<file path="config.mk">
export PLATFORM = sky130hd
export DESIGN_NAME = rsnn_mul
export DESIGN_NICKNAME = d
export VERILOG_FILES = /design/src/rtl/rsnn_mul.sv
export SDC_FILE = /design/constraint.sdc
export NUM_CORES = 2
export LEC_CHECK = 0
export BUFFER_PORTS_ARGS = -buffer_cell sky130_fd_sc_hd__buf_2
export CAP_MARGIN = 20
export CORE_MARGIN = 5
export CORE_UTILIZATION = 45
export DETAILED_ROUTE_END_ITERATION = 12
export PLACE_DENSITY = 0.74
export SYNTH_ARGS = -nofsm -noshare
export SYNTH_HDL_FRONTEND = slang
export SYNTH_SLANG_ARGS = --single-unit
</file>
<file path="constraint.sdc">
create_clock -name clk -period 7.85 [get_ports clk]
set_input_delay 0.785 -clock clk [delete_from_list [all_inputs] [get_ports clk]]
set_output_delay 0.785 -clock clk [all_outputs]
set_load 0.01 [all_outputs]
</file>
<file path="src/rtl/rsnn_mul.sv">
// Shared signed 32 by 32 multiplier with a registered product.
`timescale 1ns / 1ps

module rsnn_mul (
  input  logic               clk,
  input  logic signed [31:0] a,
  input  logic signed [31:0] b,
  output logic signed [63:0] p
);

  always_ff @(posedge clk) begin
    p <= a * b;
  end

endmodule

</file>
== After elaboration in Yosys (flattened, before gate mapping) ==
Cells that the tools add are included.

* Multipliers: 1

{| class="wikitable"
|+ Operators by type and width
! kind !! count
|-
| 32-bit by 32-bit multiplier with 64-bit output || 1
|}

* Flip-flop bits (word level): 64
* Word-level logic and storage cells: 2
* Output and inout bits: 64

== Depth between registers and ports, before layout ==
* Depth after elaboration: 1
* Mapped depth: 28
* Depth with buffers taken out: 27

== Least setup slack after synthesis ==
Ideal clock, no wire load.

* Path type: input port to flip-flop
* Start point: input b[2]
* End point: register p[62]
* Buffers on the path: 1
* Path slack: -0.196 ns
* Required time: 7.778 ns
* Stages: 24
* Data arrival time: 7.974 ns
* Cell sequence: clkbuf_1 nand2_1 inv_1 fa_1 fa_1 fa_1 fa_1 inv_1 fa_1 inv_1 fa_1 inv_1 fa_1 inv_1 fa_1 ha_1 and3_1 nand2_1 or3_1 o22a_1 o211ai_1 a31oi_1 o31ai_1 xor2_1

* Longest elaborated chain between the ends: 1

{| class="wikitable"
|+ Ends and longest elaborated chain
! what !! line !! text
|-
| start: declaration || 7 || <nowiki>input logic signed [31:0] b,</nowiki>
|-
| 32-bit by 32-bit multiplier with 64-bit output || 12 || <nowiki>p <= a * b;</nowiki>
|-
| end signal: assignment || 12 ||
|-
| end: declaration || 8 || <nowiki>output logic signed [63:0] p</nowiki>
|}

No other way between the ends.

== Worst setup path after layout ==
* Start point: input b[5]
* End point: register p[59]

Same word-level chain as after synthesis.

==> results.yml <==
clocking:
  clockBufferDepth: 2
  cts_max_level: 3
  clk_pin_slew_ns: 0.06
  ctsHoldBuffers: 0
  clockRootBuffer: "clkbuf_16"
  cts_tree: "built"
  cts_buffers: 9
  numClockSinks: 64
timing:
  post-route-period-util: 0.978
  worstMarginPinSlew_ns: 0.481
  finalHoldViolCount: 0
  finalSetupViolations: 0
  worst_slew_margin_rel: 0.679
  max_freq_ghz: 0.130
  period_minus_slack_ns: 7.68
  slew_violations: 0
  fin_ws_ns: 0.170
  timing.hold.ws_ns: 0.962
routing:
  postRouteAntennaNets: 0
  drc_errors: 0
  wl_per_cell_um: 18.2
  drtIter0Drc: 1489
  vias: 26800
  wl_um: 97000
  first_pass_iters: 8
  avgViaCountPerCell: 5.02
synth:
  yosysTopAreaCellShare: 0.582
  syn-num-nets: 5215
  netlist_area_mm2: 0.0372
  synth_edf_count: 0
  synth_warnings: 0
  ys_ff_latch: 64
  synth_cell_type_count: 63
  yosysTopAreaCell: "fa_1"
  synth.area.top_cells: "fa_1, inv_1, and2_1, ha_1, nand2_1"
  synth.yosys.seq_area_share: 0.0344
  postSynthAreaPerCell_um2: 9.59
  synthArstFlopShare: 0
  synthCells: 3884
  synth_ff_type: "dfxtp_1"
critical_path:
  critPathMaxFanout: 16
  worstSetupPathType: "primary input to flip-flop"
  critical_path_required_ns: 8.19
  end_kind: "flip-flop"
  startpoint_type: "primary input"
  crit_arrival_ns: 8.02
floorplanning:
  die_w_um: 298
  pin_count: 129
  rows: 105
  core_mm2: 0.0821
  start_util: 0.454
  chipHeight_um: 298
  dieArea_mm2: 0.0886
global_routing:
  grt_pass1_wl_um: 162000
  overflow: 0
  grt_max_degree: 24
  track_usage: 0.230
  antenna_found_initial: 12
  grt_pass1_vias: 30600
placed_design:
  dp_slack_ns: -0.834
  gp_congestion: 0.896
  io_buffers: 128
  dp_hpwl_um: 86600
finish:
  largestRegisters: "p: 64 flops"
  final_nets: 5586
  drive_gt1_frac: 0.151
  largest_register_ffs: 64
  seqCellArea_mm2: 0.00128
  multiInputGateArea_mm2: 0.0319
  syn2layout_area_growth_pct: 14.9
  fill_cells: 7122
  regMostFlops: "p"
  fin_util: 0.521
run_status:
  outcome: "completed"
job:
  maxCapViolations: 0
worst_hold_path:
  hold_class: "primary input to flip-flop"
-- critical path: stages --
cell and delay, ns:
buf_4 0.19, buf_4 0.19, and2_1 0.18, fa_2 0.59, fa_2 0.45, fa_1 0.51, inv_1 0.05, fa_1 0.49
inv_1 0.07, fa_1 0.47, ha_1 0.30, fa_1 0.51, fa_1 0.44, ha_2 0.45, buf_4 0.16, and3_1 0.29
nand3_1 0.16, o21ai_4 0.31, nand3_2 0.17, a211oi_4 0.32, buf_6 0.19, a311oi_4 0.14, buf_4 0.16, o31ai_1 0.27
xor2_1 0.17
-- synth_stat cells (9+ instances only) --
cell,instances
a21oi_1,68
o21bai_1,15
nand3_1,15
nand2_1,511
clkbuf_1,195
fa_1,1082
and2_1,516
a31oi_1,12
nor2_1,42
a21o_1,23
inv_1,952
ha_1,184
xnor2_1,53
nand2b_1,9
dfxtp_1,64
xor2_1,22
o21ai_0,28
-- layout by cell type, fill, tap and decap left out, types with 8 or more instances in the layout --
cell type	instances
a21oi_1	60
nand3_1	14
a31oi_1	9
o21bai_1	14
o21ai_0	23
fa_2	8
a21o_1	23
nand2b_1	9
xnor2_1	53
nand2_1	508
buf_12	30
buf_4	404
fa_1	1074
and2_1	515
buf_6	13
ha_1	177
clkbuf_4	15
xor2_1	22
inv_1	948
diode_2	8
nor2_1	41
buf_2	97
dfxtp_1	64
clkbuf_16	9
-- metal layers --
metal	track usage	routed length [µm]	vias up
met5	0	46	-
met4	0.0920	4420	6
met3	0.0400	5620	213
met2	0.392	48800	856
met1	0.294	38100	13900
li1	-	-	11800
-- stage by stage --
| stage | instances | setup TNS, ns | area (µm²) |
|---|---|---|---|
| after floorplan | 3884 | 0 | 37300 |
| after global placement | 5312 | -8.96 | 42100 |
| after detailed placement | 5312 | -10.64 | 42100 |
| after CTS | 5328 | 0 | 42400 |
| after global routing | 5333 | -0.0483 | 42800 |
| final | 5338 | 0 | 42800 |
-- path summary, 6_finish.rpt --
| check | start | to | slack [ns] | cells after the start |
|---|---|---|---|---|
| worst max-delay path | b[5] | p[59]$_DFF_P_ | 0.17 | 25 |
| worst min-delay path | a[0] | p[0]$_DFF_P_ | 0.96 | 3 |
-- layout make-up --
cell class                 instances  share of cell area
timing repair buffer             560               0.103
multi-input combinational       2668               0.745
tap                             1070              0.0313
antenna                            8            0.000468
sequential                        64              0.0299
clock inverter                     5             0.00132
inverter                         952              0.0836
clock buffer                      11             0.00567
-- cells by family after synthesis --
kind of cell / Yosys count / synth area share
buffers and inverters: 1152 / 0.116
AO/OA/AOI/OAI: 193 / 0.0346
AND/OR/NAND/NOR: 1134 / 0.154
XOR/XNOR: 75 / 0.0176
adder cells (fa/ha/maj): 1266 / 0.643
flip-flops: 64 / 0.0344
-- repair_timing --
item	4_1_cts	5_1_grt
pin swaps	3	20
setup buffers	0	2
endpoints found under the setup margin	10	19
gates resized for setup	18	81
cloned	0	0
Power is left out: the tool's default activity adds up to more than one toggle a clock period on the data nets, which glitch-free logic cannot reach.
