`src/rtl/rsnn_pkg.sv`:
```
// Shared types, constants and saturation helpers for the nodal normal unit.
`timescale 1ns / 1ps

package rsnn_pkg;

  localparam int NODE_CAPACITY_DEF = 1024;
  localparam int MAX_NODES_DEF     = 4;
  localparam logic [2:0] NPE_RESET = 3'd4;
  localparam logic [2:0] NPE_MIN   = 3'd3;

  // Widths of the corner cross products, their magnitudes and the divider remainder.
  localparam int CX_W  = 49;
  localparam int ABS_W = 48;
  localparam int MAG_W = 49;
  localparam int REM_W = 50;

  typedef enum logic [1:0] {
    ACT_CLEAR = 2'd0,
    ACT_LOAD  = 2'd1,
    ACT_READ  = 2'd2
  } action_t;

  typedef enum logic [4:0] {
    S_CLEAR, S_IDLE, S_LOAD, S_FETCH, S_CROSS, S_ABS, S_NORM, S_SQSUM,
    S_ROOT, S_DIV, S_MRD, S_MACC, S_RRD, S_RSQ, S_RROOT, S_RDIV, S_RDONE
  } state_t;

  typedef struct packed {
    logic start;
    logic is_sqrt;
  } ds_req_t;

  typedef struct packed {
    logic        done;
    logic [31:0] res;
  } ds_rsp_t;

  function automatic logic signed [31:0] sat32(input logic signed [32:0] v);
    if (v > 33'sh0_7FFF_FFFF) begin
      return 32'sh7FFF_FFFF;
    end else if (v < -33'sh0_8000_0000) begin
      return 32'sh8000_0000;
    end
    return v[31:0];
  endfunction

  function automatic logic signed [31:0] sat_add32(input logic signed [31:0] a,
                                                   input logic signed [31:0] b);
    logic signed [32:0] s;
    s = {a[31], a} + {b[31], b};
    return sat32(s);
  endfunction

endpackage

```
`src/rtl/rsnn_divsqrt.sv`:
```
// Shared radix-2 unit: Q8.24 saturating division or 64-bit floor square root.
`timescale 1ns / 1ps

module rsnn_divsqrt (
  input  logic                                   clk,
  input  logic                                   rst,
  input  rsnn_pkg::ds_req_t                      req,
  input  logic signed [rsnn_pkg::CX_W-1:0]       num,
  input  logic        [rsnn_pkg::MAG_W-1:0]      den,
  input  logic        [63:0]                     rad,
  output rsnn_pkg::ds_rsp_t                      rsp
);

  logic                             busy;
  logic                             done;
  logic                             op_sqrt;
  logic [4:0]                       cnt;
  logic [rsnn_pkg::REM_W-1:0]       rem;
  logic [63:0]                      sh;
  logic [31:0]                      q;
  logic [rsnn_pkg::MAG_W-1:0]       den_r;
  logic                             neg;
  logic                             sat;
  logic [rsnn_pkg::CX_W-1:0]        mag;
  logic [rsnn_pkg::CX_W-1:0]        hi;
  logic [rsnn_pkg::REM_W:0]         cand;
  logic [rsnn_pkg::REM_W:0]         trial;
  logic [rsnn_pkg::REM_W:0]         diff;
  logic                             ge;

  always_comb begin
    mag   = num[rsnn_pkg::CX_W-1] ? rsnn_pkg::CX_W'(-num) : rsnn_pkg::CX_W'(num);
    hi    = mag >> 8;
    if (op_sqrt) begin
      cand  = {rem[rsnn_pkg::REM_W-2:0], sh[63:62]};
      trial = (rsnn_pkg::REM_W+1)'({q, 2'b01});
    end else begin
      cand  = {rem, sh[63]};
      trial = (rsnn_pkg::REM_W+1)'(den_r);
    end
    ge   = cand >= trial;
    diff = cand - trial;
  end

  always_ff @(posedge clk) begin
    if (rst) begin
      busy <= 1'b0;
      done <= 1'b0;
    end else begin
      done <= busy && (cnt == 5'd31);
      if (req.start) begin
        busy <= 1'b1;
      end else if (busy && cnt == 5'd31) begin
        busy <= 1'b0;
      end
    end
  end

  always_ff @(posedge clk) begin
    if (req.start) begin
      op_sqrt <= req.is_sqrt;
      cnt     <= '0;
      q       <= '0;
      den_r   <= den;
      neg     <= num[rsnn_pkg::CX_W-1];
      if (req.is_sqrt) begin
        rem <= '0;
        sh  <= rad;
        sat <= 1'b0;
      end else begin
        // The integer part of the quotient is known to need 32 bits or fewer
        // unless the top of the shifted numerator already reaches the divisor.
        rem <= rsnn_pkg::REM_W'(hi);
        sh  <= {mag[7:0], 24'd0, 32'd0};
        sat <= rsnn_pkg::REM_W'(hi) >= rsnn_pkg::REM_W'(den);
      end
    end else if (busy) begin
      cnt <= cnt + 5'd1;
      rem <= ge ? diff[rsnn_pkg::REM_W-1:0] : cand[rsnn_pkg::REM_W-1:0];
      q   <= {q[30:0], ge};
      sh  <= op_sqrt ? {sh[61:0], 2'b00} : {sh[62:0], 1'b0};
    end
  end

  always_comb begin
    rsp.done = done;
    if (op_sqrt) begin
      rsp.res = q;
    end else if (sat) begin
      rsp.res = neg ? 32'h8000_0000 : 32'h7FFF_FFFF;
    end else if (neg) begin
      rsp.res = (q > 32'h8000_0000) ? 32'h8000_0000 : 32'(-q);
    end else begin
      rsp.res = q[31] ? 32'h7FFF_FFFF : q;
    end
  end

endmodule

```
`config.mk`:
```
export PLATFORM = sky130hd
export DESIGN_NAME = rsnn_divsqrt
export DESIGN_NICKNAME = d
export VERILOG_FILES = /design/src/rtl/rsnn_pkg.sv /design/src/rtl/rsnn_divsqrt.sv
export SDC_FILE = /design/constraint.sdc
export NUM_CORES = 1
export LEC_CHECK = 0
export ABC_AREA = 0
export BUFFER_PORTS_ARGS = -buffer_cell sky130_fd_sc_hd__buf_2
export CAP_MARGIN = 40
export CORE_UTILIZATION = 61
export CTS_BUF_LIST = sky130_fd_sc_hd__clkbuf_4 sky130_fd_sc_hd__clkbuf_8
export DETAILED_ROUTE_END_ITERATION = 6
export PLACE_DENSITY = 0.83
export SYNTH_ARGS = -nofsm -noshare
export SYNTH_HDL_FRONTEND = slang
export SYNTH_SLANG_ARGS = --single-unit
```
`constraint.sdc`:
```
create_clock -name clk -period 6.28 [get_ports clk]
set_clock_uncertainty 0.05 [all_clocks]
set_input_delay 0.942 -clock clk [delete_from_list [all_inputs] [get_ports clk]]
set_output_delay 0.942 -clock clk [all_outputs]
set_load 0.01 [all_outputs]
```
Word level (Yosys, flattened, before mapping)
Index checks and enable logic that the tools add are counted.

Register bits after elaboration: 205. Bits in latches: 0. RAM bits: 0. Bits in read-only memories: 0. Output and inout port bits: 33. Memories: 0.

$add $sub $neg: 4. Multiply operators: 0. Div/mod/pow operators: 0. Order comparisons: 3. Equality and inequality tests: 1. Shift-type cells: 0. Mux-type cells: 19. Bitwise gates (word level): 0. Reductions and logical operators: 3.

Operators with widths (count): $mux 64 (4); $mux 32 (5); $mux 50 (3); $mux 49 (2); $ge 51x49->1 (1); $mux 51 (1); $sub 50x50->50 (1); $ge 41x49->1 (1); $neg 49->49 (1); $mux 41 (1); $gt 32x32->1 const B (1); $neg 32->32 (1); $mux 31 (1); $add 5x1->5 const B (1); $eq 5x5->1 const B (1); $reduce_bool 2->1 (2); $mux 1 (2); $logic_and 1x1->1 (1).

Logic depth before layout (Yosys ltp)
Gate-level depths: netlist (run 1).

Word-level depth: 5. Depth in mapped cells: 21. Gate-level depth less buffers: 20.

Least setup slack after synthesis (run 1)
Ideal clock, no wire load.

Path kind: register to register. Start: reg op_sqrt. End: reg rem[42] (netlist name), data pin. Library setup time: 256 ps. Arrival: 5046 ps. Data required time: 5974 ps. Slack: 928 ps. Stages on the path, launching flop included: 18. Path through: edfxtp_1 -> clkbuf_1 -> buf_1 -> buf_1 -> clkbuf_1 -> buf_1 -> mux2i_1 -> ha_1 -> a2111o_1 -> o21ai_0 -> nor3_1 -> o311ai_0 -> a211o_1 -> o221a_2 -> o21a_1 -> o21ai_0 -> xnor2_1 -> a22o_1.

Word-level cells in the longest chain between the ends: 5. Elaborated cells on any way between the ends: 7.

RTL lines: from (decl) (RTL line rsnn_divsqrt.sv:16) `logic op_sqrt;`; from (signal assigned) (RTL line rsnn_divsqrt.sv:61) `op_sqrt <= req.is_sqrt;`; $mux 51 / $mux 49 (equally long branches) (RTL line rsnn_divsqrt.sv:34) `if (op_sqrt) begin`; $sub 50x50->50 / $ge 51x49->1 (equally long branches) (RTL line rsnn_divsqrt.sv:42, rsnn_divsqrt.sv:41); $mux 50 (*) (RTL line rsnn_divsqrt.sv:79) `rem <= ge ? diff[rsnn_pkg::REM_W-1:0] : cand[rsnn_pkg::REM_W-1:0];`; $mux 50 (*) (RTL line rsnn_divsqrt.sv:77) `end else if (busy) begin`; $mux 50 (*) (RTL line rsnn_divsqrt.sv:60) `if (req.start) begin`; to (signal assigned) (RTL line rsnn_divsqrt.sv:73) `rem <= rsnn_pkg::REM_W'(hi);`; to (signal assigned) (RTL line rsnn_divsqrt.sv:79); to (decl) (RTL line rsnn_divsqrt.sv:18) `logic [rsnn_pkg::REM_W-1:0] rem;`.

Mark *: on every way between the ends. The rest lies on a longest branch, timed or not. The select of a mux whose other input is x is not followed. A chain may end at the register's enable or synchronous reset.

==> results of run 1 <==
==> per-stage QoR <==
| step | hold WS [ns] | area, µm² | cells | util, % | total power [W] |
|---|---|---|---|---|---|
| 2_1_floorplan | 0.417 | 15700 | 1750 | - | 0.00465 |
| 3_3_place_gp | 0.434 | 16900 | 2191 | 67.1 | 0.00543 |
| 3_5_place_dp | 0.457 | 17000 | 2196 | 67.4 | 0.00553 |
| 4_1_cts | 0.473 | 17800 | 2262 | 70.3 | 0.00683 |
| 5_1_grt | 0.510 | 17800 | 2263 | 70.3 | 0.00737 |
| 6_report | 0.472 | 17800 | 2265 | 70.4 | 0.00688 |
==> routing by layer <==
layer  vias to the layer above  track usage, %
li1                       6737               -
met1                      6569            45.4
met2                       585            47.9
met3                        90            4.86
met4                         4            11.1
met5                         -               0
==> kinds of logic after synthesis <==
group | count (synthesis) | share of synthesized area [%]
mux | 188 | 12.3
fa+ha+maj | 95 | 7.60
xor+xnor | 95 | 5.29
flops | 205 | 36.6
buf+inv | 181 | 4.53
simple gates | 517 | 15.9
compound gates | 469 | 17.8
==> critical path: stages, from the launching register on <==
cell and delay [ns]:
dfxtp_1 0.43, inv_1 0.13, ha_1 0.20, or3b_2 0.48
or3_1 0.39, or3_4 0.44, nor4_4 0.36, nand3_2 0.15
a21oi_4 0.45, nand2_4 0.36, nor3_1 0.31, nor2_1 0.06
o22ai_1 0.20, buf_2 0.17
==> cell usage in the layout (no fill, tap or decap), types with 28 or more instances in the layout <==
master    netlist  final
buf_2           6    197
o21ai_0       175    175
edfxtp_1      166    166
nor2_1        157    156
nand2_1       156    156
mux2i_1       140    140
a21oi_1       122    122
ha_1           94     94
inv_1          73     73
xnor2_1        60     60
mux2_2         48     48
nor3_1         39     39
clkbuf_8        0     38
dfxtp_1        39     38
xor2_1         35     35
nand2b_1       29     29
a21o_1         28     28
==> final timing paths <==
| kind | from | endpoint | cells after the start |
|---|---|---|---|
| hold / removal | cnt[3] | cnt[3] | 2 |
| hold reg to reg | cnt[3] | cnt[3] | 2 |
| setup / recovery | q[0] | rsp[26] | 13 |
| setup reg to reg | op_sqrt | rem[42] | 17 |
==> layout make-up <==
class	count	area [µm²]	share of cell area, %
Multi-Input combinational cell	1364	9290	52.3
Sequential cell	205	5770	32.5
Timing Repair Buffer	224	1280	7.20
Clock buffer	56	658	3.70
Tap cell	330	413	2.32
Inverter	73	274	1.54
Clock inverter	10	76.3	0.430
Antenna cell	3	7.51	0.0423
==> synth_stat cells (all sizes together) (6+ instances only) <==
cell,n
nor4,15
nand2b,30
o211ai,10
xnor2,60
or3,15
nor3,39
ha,94
mux2i,140
nand2,157
nor2b,14
o31ai,16
a21o,28
or4,13
xor2,35
buf,25
clkbuf,83
nor2,157
o21ai,198
a211oi,12
mux2,48
nand4,21
nor3b,11
a21oi,123
o22ai,9
a31oi,7
edfxtp,166
and3,8
o21a,6
inv,73
o31a,7
o21bai,10
dfxtp,39
nand3,20
==> where the power goes <==
group / leakage [nW] / internal [W] / switching (W)
registers: 2.02 / 0.00181 / 0.000129
clock network: 0.401 / 0.000712 / 0.000566
logic: 5.10 / 0.00153 / 0.00214
==> sequential cells by signal (all words and copies together) (netlist names) <==
name	cells
sh	64
neg	1
busy	1
sat	1
q	32
den_r	49
op_sqrt	1
done	1
cnt	5
rem	50
==> reports/results.txt, run 1 <==
Place WS -> 0.799 ns
GP Congestion -> 0.977
Critical Path Fanout Max -> 42
Max Cap Viol -> 0
Initial DRC Count -> 1575
per-cell routed wire length -> 18.5 µm
P_leak -> 7.52 nW
CTS resizes -> 0
Synth area leader -> edfxtp_1
Die Wd -> 163 µm
number of synthesized flops with an enable pin -> 166
Avg Vias per Cell -> 6.17
Setup CP Type -> reg -> out
vias post-DR -> 14000
DP HPWL -> 31100 µm
measured slew at the worst slew-check pin -> 0.886 ns
met3 wire length -> 3360 µm
# hold bufs at CTS -> 0
Worst slew margin -> 40.2%
PnR worst setup slack -> 0.611 ns
Clock Path Buffers -> 3
WP data required -> 5.29 ns
area of the mapped netlist -> 0.0157 mm²
number of global-route vias before repair -> 13100
pin count of the biggest net entering global routing -> 148
Max Fclk -> 176 MHz
Seq cells post-synth -> 205
TritonCTS Sinks -> 205
Syn Area/Cell -> 9.00 µm²
synth top area cells -> edfxtp_1 32%, mux2i_1 8.9%, ha_1 7.5%
final hold violation count -> 0
first-pass GRT wire length -> 66900 µm
post-synthesis cell type count -> 77
crit path time final -> 5.67 ns
endpoints failing setup -> 0
I/O pins -> 199
WL met2 -> 18500 µm
Residual DRC -> 0
Gate Count Post-Synth -> 1750
reg2reg setup slack -> 1.15 ns
main flop type after synthesis -> edfxtp_1
1st-pass router iterations -> 6
TritonCTS clock tree -> built
fraction of layout cells with a size suffix above 1 -> 18.7%
final WL -> 41800 µm
Core ar. -> 0.0253 mm²
ANT nets after route -> 0
clock edge transition at the registers on the reported setup and hold paths -> 0.06 ns
worst skew pair latency -> 0.54 ns
status -> finished, final reports clean
total CTS buffers -> 37
die area -> 0.0265 mm²
uppermost layer routed -> met5
M1 wire length -> 18700 µm
VDD IR max -> 201 µV
global-route usage over all layers -> 31.5%
fin crit share -> 90.3%
Setup TNS -> 0 ns
grt total ovfl -> 0
Slew Limit Fails -> 0
Die Y -> 163 µm
min-delay worst type -> reg -> reg
filler instances -> 1986
Root Driver -> clkbuf_8
Post-synth ARST share -> 0%
port bufs -> 198
post-synth top area share -> 31.7%
PD cells -> 387 mW/mm²
Synth-to-Final Area Change -> 12.9%
num rows -> 58
startpoint types -> register
RSZ-0062 raised after global routing -> no
CP endpoint kind -> output port
Seq/Total Area, Yosys -> 36.6%
syn_nets -> 2011
CTS H-Tree Depth -> 2
initial antenna violation count -> 5
Arr. time, crit path -> 4.68 ns
fin nets -> 2166
Initial Utilization -> 62.3%
Synth warnings -> 0
setup bufs post-CTS -> 0
No activity file was read; power rests on OpenSTA's default activity.
==> run 2: changes to the inputs <==
- ABC_AREA: 0 -> 1
- CORE_UTILIZATION: 61 -> 62
- PLACE_DENSITY: 0.83 -> 0.84
- clock period: 6.28 -> 5.75 ns (I/O delays scaled with it)
==> reports/results.txt, run 2 <==
status -> finished, final reports clean
port bufs -> 198 (unchanged)
PnR worst setup slack -> 0.764 ns (+0.152 ns)
Avg Vias per Cell -> 5.93 (-4.0%)
CP peak stage delay -> 0.76 ns (+0.28 ns)
WP data required -> 6.03 ns (+0.74 ns)
pin count of the biggest net entering global routing -> 93 (-37%)
final hold violation count -> 0 (unchanged)
Core ar. -> 0.0296 mm² (+17%)
Worst slew margin -> 46.1% (+5.9 points)
met1 usage -> 53.8% (+8.5 points)
post-synthesis cell type count -> 53 (-31%)
grt total ovfl -> 0 (unchanged)
final WL -> 64600 µm (+54%)
most frequent cell after synthesis -> nand2_1
Critical Path Fanout Max -> 81 (+93%)
CTS H-Tree Depth -> 2 (unchanged)
total CTS buffers -> 39 (+5.4%)
Gate Count Post-Synth -> 2808 (+60%)
I/O pins -> 199 (unchanged)
Clock Path Buffers -> 3 (unchanged)
number of synthesized flops with an enable pin -> 166 (unchanged)
initial antenna violation count -> 5 (unchanged)
Initial Utilization -> 62.9% (+0.57 points)
Die Y -> 175 µm (+7.7%)
synth top area cells -> edfxtp_1 27%, nand2_1 15%, inv_1 8.0%
GP Congestion -> 1.11 (+14%)
area of the mapped netlist -> 0.0186 mm² (+18%)
TritonCTS clock tree -> built
CTS resizes -> 0 (unchanged)
Post-synth ARST share -> 0% (unchanged)
fin crit share -> 86.7%
endpoints failing setup -> 0 (unchanged)
per-cell routed wire length -> 19.1 µm (+3.5%)
dpl cells -> 3311 (+51%)
syn_nets -> 3069 (+53%)
VDD IR max -> 191 µV (-4.8%)
Seq cells post-synth -> 205 (unchanged)
global-route usage over all layers -> 41.9% (+10 points)
Hold Path End -> done
number of global-route vias before repair -> 18900 (+44%)
worst hold path cell count -> 2 (unchanged)
1st-pass router iterations -> 7 (+1)
fin nets -> 3223 (+49%)
worst skew pair latency -> 0.59 ns (+0.05 ns)
Regs by FF count -> sh x64, rem x50, den_r x49
Root Driver -> clkbuf_8
Hold Crit Start -> rst
met3 GRT Util -> 8.88% (+4.0 points)
Seq/Total Area, Yosys -> 31.0% (-5.6 points)
CP top delay family -> simple AND/OR/NAND/NOR gates
Max Cap Viol -> 0 (unchanged)
P_leak -> 10.4 nW (+39%)
Residual DRC -> 0 (unchanged)
Syn Area/Cell -> 6.62 µm² (-26%)
Setup TNS -> 0 ns (unchanged)
Synth warnings -> 0 (unchanged)
Max Fclk -> 201 MHz
reg2reg start -> op_sqrt
most used routing layer -> met2
Post-synth top cells -> 763 x nand2_1, 396 x inv_1, 353 x nor2_1
final std cells w/o fill -> 3381 (+49%)
Synth area leader -> edfxtp_1
crit path time final -> 4.99 ns
Post-DP Area -> 0.0198 mm² (+17%)
fraction of layout cells with a size suffix above 1 -> 12.3% (-6.4 points)
measured slew at the worst slew-check pin -> 0.801 ns (-0.0848 ns)
Design Area, Final -> 0.0207 mm² (+16%)
Place WS -> 0.892 ns (+0.0936 ns)
GR Layer Usage met2 -> 66.9% (+19 points)
Arr. time, crit path -> 5.27 ns (+0.59 ns)
startpoint types -> register
crit-path cells -> inv_4 -> buf_4 -> a21boi_0 -> ha_1 -> nand2_1 -> nor2_1 -> nand2_1 -> inv_1 -> nand2_1 -> nand3_2 -> nand3_4 -> nand2_4 -> inv_1 -> nor2_1 -> nor2_1
worst r2r dst -> rem[45]
clock edge transition at the registers on the reported setup and hold paths -> 0.06 ns (about the same)
CP Buf/Inv Count -> 4 (+2)
Largest Register -> sh
final hold slack -> 0.400 ns (-0.0714 ns)
Initial DRC Count -> 2596 (+65%)
main flop type after synthesis -> edfxtp_1
die area -> 0.0307 mm² (+16%)
vias post-DR -> 20000 (+43%)
leading cell type in the layout, fill and taps excluded -> nand2_1
most frequent cells in the layout -> 763 x nand2_1, 394 x inv_1, 352 x nor2_1
reg2reg setup slack -> 0.76 ns (-0.39 ns)
Setup CP Type -> reg -> reg
min-delay worst type -> in -> reg
TritonCTS Sinks -> 205 (unchanged)
max reg flops -> 64 (unchanged)
CP endpoint kind -> register
cell count of the worst reg-to-reg path -> 15 (-2)
num rows -> 63 (+8.6%)
first-pass GRT wire length -> 101000 µm (+50%)
Die Wd -> 175 µm (+7.7%)
ANT nets after route -> 0 (unchanged)
PD cells -> 359 mW/mm² (-7.2%)
Slowest-stage cell, CP -> nand2_4
DP HPWL -> 49900 µm (+60%)
Synth-to-Final Area Change -> 11.1%
RSZ-0062 raised after global routing -> no
# hold bufs at CTS -> 0 (unchanged)
post-synth top area share -> 26.8% (-4.9 points)
Slew Limit Fails -> 0 (unchanged)
setup bufs post-CTS -> 0 (unchanged)
## run 2: cell types whose count changed after synthesis, moves of 36 or more
cell     delta
nand2_1   +607
inv_1     +323
nand3_1   +229
nor2_1    +196
mux2i_1   -119
o21ai_0    -59
o31ai_1    +52
mux2_2     -48
or2_2      +39
a21oi_1    -36
## run 2: area by class of cell
cell class	count	area (µm²)
Multi-Input combinational cell	2091	10800
Clock inverter	20	200
Tap cell	390	488
Clock buffer	48	611
Fill cell	2481	8910
Timing Repair Buffer	217	1220
Sequential cell	205	5770
Inverter	408	1540
Antenna cell	2	5.00
## run 2: cells by family (layout without fill, tap and decap cells)
group           Yosys count  count (layout)  synth area share (%)
simple gates           1515            1515                  34.7
buf+inv                 512             693                  10.8
compound gates          375             375                  12.0
flops                   205             205                  31.0
fa+ha+maj                95              95                  6.43
xor+xnor                 85              85                  4.00
mux                      21              21                  1.13
other cells               0               2                     0
## run 2: per-stage QoR
step,utilization (%),power (W)
6_report,69.9,0.00742
5_1_grt,69.9,0.00789
4_1_cts,69.9,0.00730
3_5_place_dp,67.1,0.00576
3_3_place_gp,66.7,0.00568
2_1_floorplan,-,0.00470
## run 2: metal layers
metal	wire length, µm	part of all wire [%]
met5	38	0.059
met4	3550	5.5
met3	7340	11
met2	28500	44
met1	25200	39
## run 2: worst register-to-register path: cells and delay by family, from the launching register on
kind / cells / cell delay [ns]
AOI/OAI and AO/OA: 1 / 0.14
adders and majority gates: 1 / 0.37
buffers and inverters: 4 / 1.43
DFF: 1 / 0.42
and+or+nand+nor: 9 / 2.33
## run 2: power breakdown
part	switching [W]	total [W]	internal [W]
Sequential	0.000129	0.00206	0.00193
Combinational	0.00257	0.00382	0.00125
Clock	0.000702	0.00155	0.000846
## run 2: worst max-delay path by stage
stage	endpoint	from	cells past startpoint	slack, ns
3_3_place_gp	rem[46]	op_sqrt	15	0.79
5_1_grt	rem[41]	op_sqrt	15	0.44
6_report	rem[45]	op_sqrt	15	0.76
3_5_place_dp	rem[42]	op_sqrt	15	0.89
4_1_cts	rem[42]	op_sqrt	15	0.85
2_1_floorplan	rem[0]	req[1]	4	0.66
==> run 3: changes to the inputs <==
- CORE_UTILIZATION: 62 -> 45
- PLACE_DENSITY: 0.84 -> not set
==> reports/results.txt, run 3 (synthesis gave the netlist of run 2 again) <==
DP HPWL -> 52900 µm (+6.0%)
num rows -> 74 (+17%)
final hold violation count -> 0 (unchanged)
WP data required -> 4.84 ns (-1.19 ns)
most frequent cells in the layout -> 763 x nand2_1, 394 x inv_1, 352 x nor2_1
port bufs -> 198 (unchanged)
met3 GRT Util -> 5.50% (-3.4 points)
Synth-to-Final Area Change -> 12.2%
Residual DRC -> 6 (+6)
fin crit share -> 80.2% (-6.5 points)
die area -> 0.0421 mm² (+37%)
startpoint types -> register
# hold bufs at CTS -> 0 (unchanged)
endpoints failing setup -> 0 (unchanged)
worst skew pair latency -> 0.62 ns (+0.03 ns)
Die Y -> 205 µm (+17%)
final WL -> 66900 µm (+3.4%)
number of global-route vias before repair -> 18200 (-3.8%)
grt total ovfl -> 0 (unchanged)
ANT nets after route -> 0 (unchanged)
CTS resizes -> 0 (unchanged)
Total Power -> 0.00747 W (+0.59%)
max reg flops -> 64 (unchanged)
vias post-DR -> 19200 (-4.0%)
Post-DP Area -> 0.0200 mm² (+0.71%)
Design Area, Final -> 0.0209 mm² (+0.99%)
VDD IR max -> 196 µV (+2.3%)
fin nets -> 3225 (+0.062%)
Arr. time, crit path -> 3.70 ns (-1.57 ns)
pin count of the biggest net entering global routing -> 154 (+66%)
Root Driver -> clkbuf_8
GP Congestion -> 1.02 (-8.3%)
Initial DRC Count -> 1562 (-40%)
CP endpoint kind -> output port
first-pass GRT wire length -> 103000 µm (+2.4%)
most used routing layer -> met2
Setup TNS -> 0 ns (unchanged)
Slew Limit Fails -> 0 (unchanged)
Initial Utilization -> 45.5% (-17 points)
initial antenna violation count -> 7 (+2)
Largest Register -> sh
per-cell routed wire length -> 18.9 µm (-0.97%)
RSZ-0062 raised after global routing -> no
1st-pass router iterations -> 7 (unchanged)
crit path time final -> 4.61 ns (-0.372 ns)
Die Wd -> 205 µm (+17%)
total CTS buffers -> 41 (+5.1%)
leading cell type in the layout, fill and taps excluded -> nand2_1
Max Fclk -> 217 MHz (+8.1%)
Max Cap Viol -> 0 (unchanged)
measured slew at the worst slew-check pin -> 0.954 ns (+0.153 ns)
GR Layer Usage met2 -> 51.3% (-16 points)
status -> finished, violations left
clock edge transition at the registers on the reported setup and hold paths -> 0.06 ns (about the same)
Regs by FF count -> sh x64, rem x50, den_r x49
Critical Path Fanout Max -> 22 (-73%)
Core ar. -> 0.0408 mm² (+38%)
TritonCTS Sinks -> 205 (unchanged)
I/O pins -> 199 (unchanged)
global-route usage over all layers -> 32.0% (-10 points)
Worst slew margin -> 36.3% (-9.8 points)
Avg Vias per Cell -> 5.45 (-8.1%)
CTS H-Tree Depth -> 2 (unchanged)
fraction of layout cells with a size suffix above 1 -> 12.7% (+0.43 points)
Clock Path Buffers -> 3 (unchanged)
failing checks -> design-rule violations
TritonCTS clock tree -> built
min-delay worst type -> in -> reg
met1 usage -> 43.2% (-11 points)
filler instances -> 4249 (+71%)
PD cells -> 358 mW/mm² (-0.40%)
Setup CP Type -> reg -> out
P_leak -> 10.5 nW (+0.34%)
setup bufs post-CTS -> 0 (unchanged)
==> run 3: final cells by class <==
class / instances / area [µm²] / area share [%]
Multi-Input combinational cell: 2091 / 10800 / 51.9
Sequential cell: 205 / 5770 / 27.6
Inverter: 408 / 1540 / 7.38
Timing Repair Buffer: 217 / 1180 / 5.67
Clock buffer: 59 / 743 / 3.56
Tap cell: 532 / 666 / 3.19
Clock inverter: 17 / 130 / 0.624
Antenna cell: 3 / 7.51 / 0.0360
==> run 3: critical path, stage by stage (launching register included) <==
cell and delay (ns):
dfxtp_1 0.94, inv_1 0.29, nor3_1 0.26, nand3_1 0.11, nor2_1 0.10, nor2_1 0.05
nor2_2 0.27, nand2_2 0.40, o21ai_2 0.24, nand2_1 0.06, o21ai_0 0.14, buf_2 0.20
==> run 3: where the power goes <==
group	internal, W	switching (W)	leakage [nW]	total (W)
sequential	0.00193	0.000120	2.01	0.00205
combinational	0.00124	0.00255	8.00	0.00379
clock	0.000892	0.000742	0.471	0.00163
total	0.00406	0.00341	10.5	0.00747
==> run 3: worst paths after layout <==
kind                              start      to  slack [ns]  cells past startpoint
worst min register to register   cnt[4]  cnt[4]        0.44                      2
worst max-delay path              q[31]  rsp[2]        1.14                     11
worst max register to register  op_sqrt  rem[4]        1.16                     17
worst min-delay path                rst    done        0.38                      2
==> run 3: metal layers <==
layer,routed length (µm),vias to the layer above
met2,30000,722
met4,2130,6
met5,39,-
li1,-,9476
met3,5120,107
met1,29600,8928
==> run 3: stage by stage <==
| step | hold slack, ns | cells | setup WS [ns] | utilization (%) |
|---|---|---|---|---|
| after floorplan | 0.375 | 2808 | 0.662 | - |
| after global placement | 0.389 | 3450 | 1.33 | 48.8 |
| after detailed placement | 0.432 | 3453 | 1.26 | 48.9 |
| after CTS | 0.325 | 3529 | 1.21 | 51.1 |
| after global routing | 0.355 | 3531 | 0.864 | 51.1 |
| final | 0.380 | 3532 | 1.14 | 51.1 |
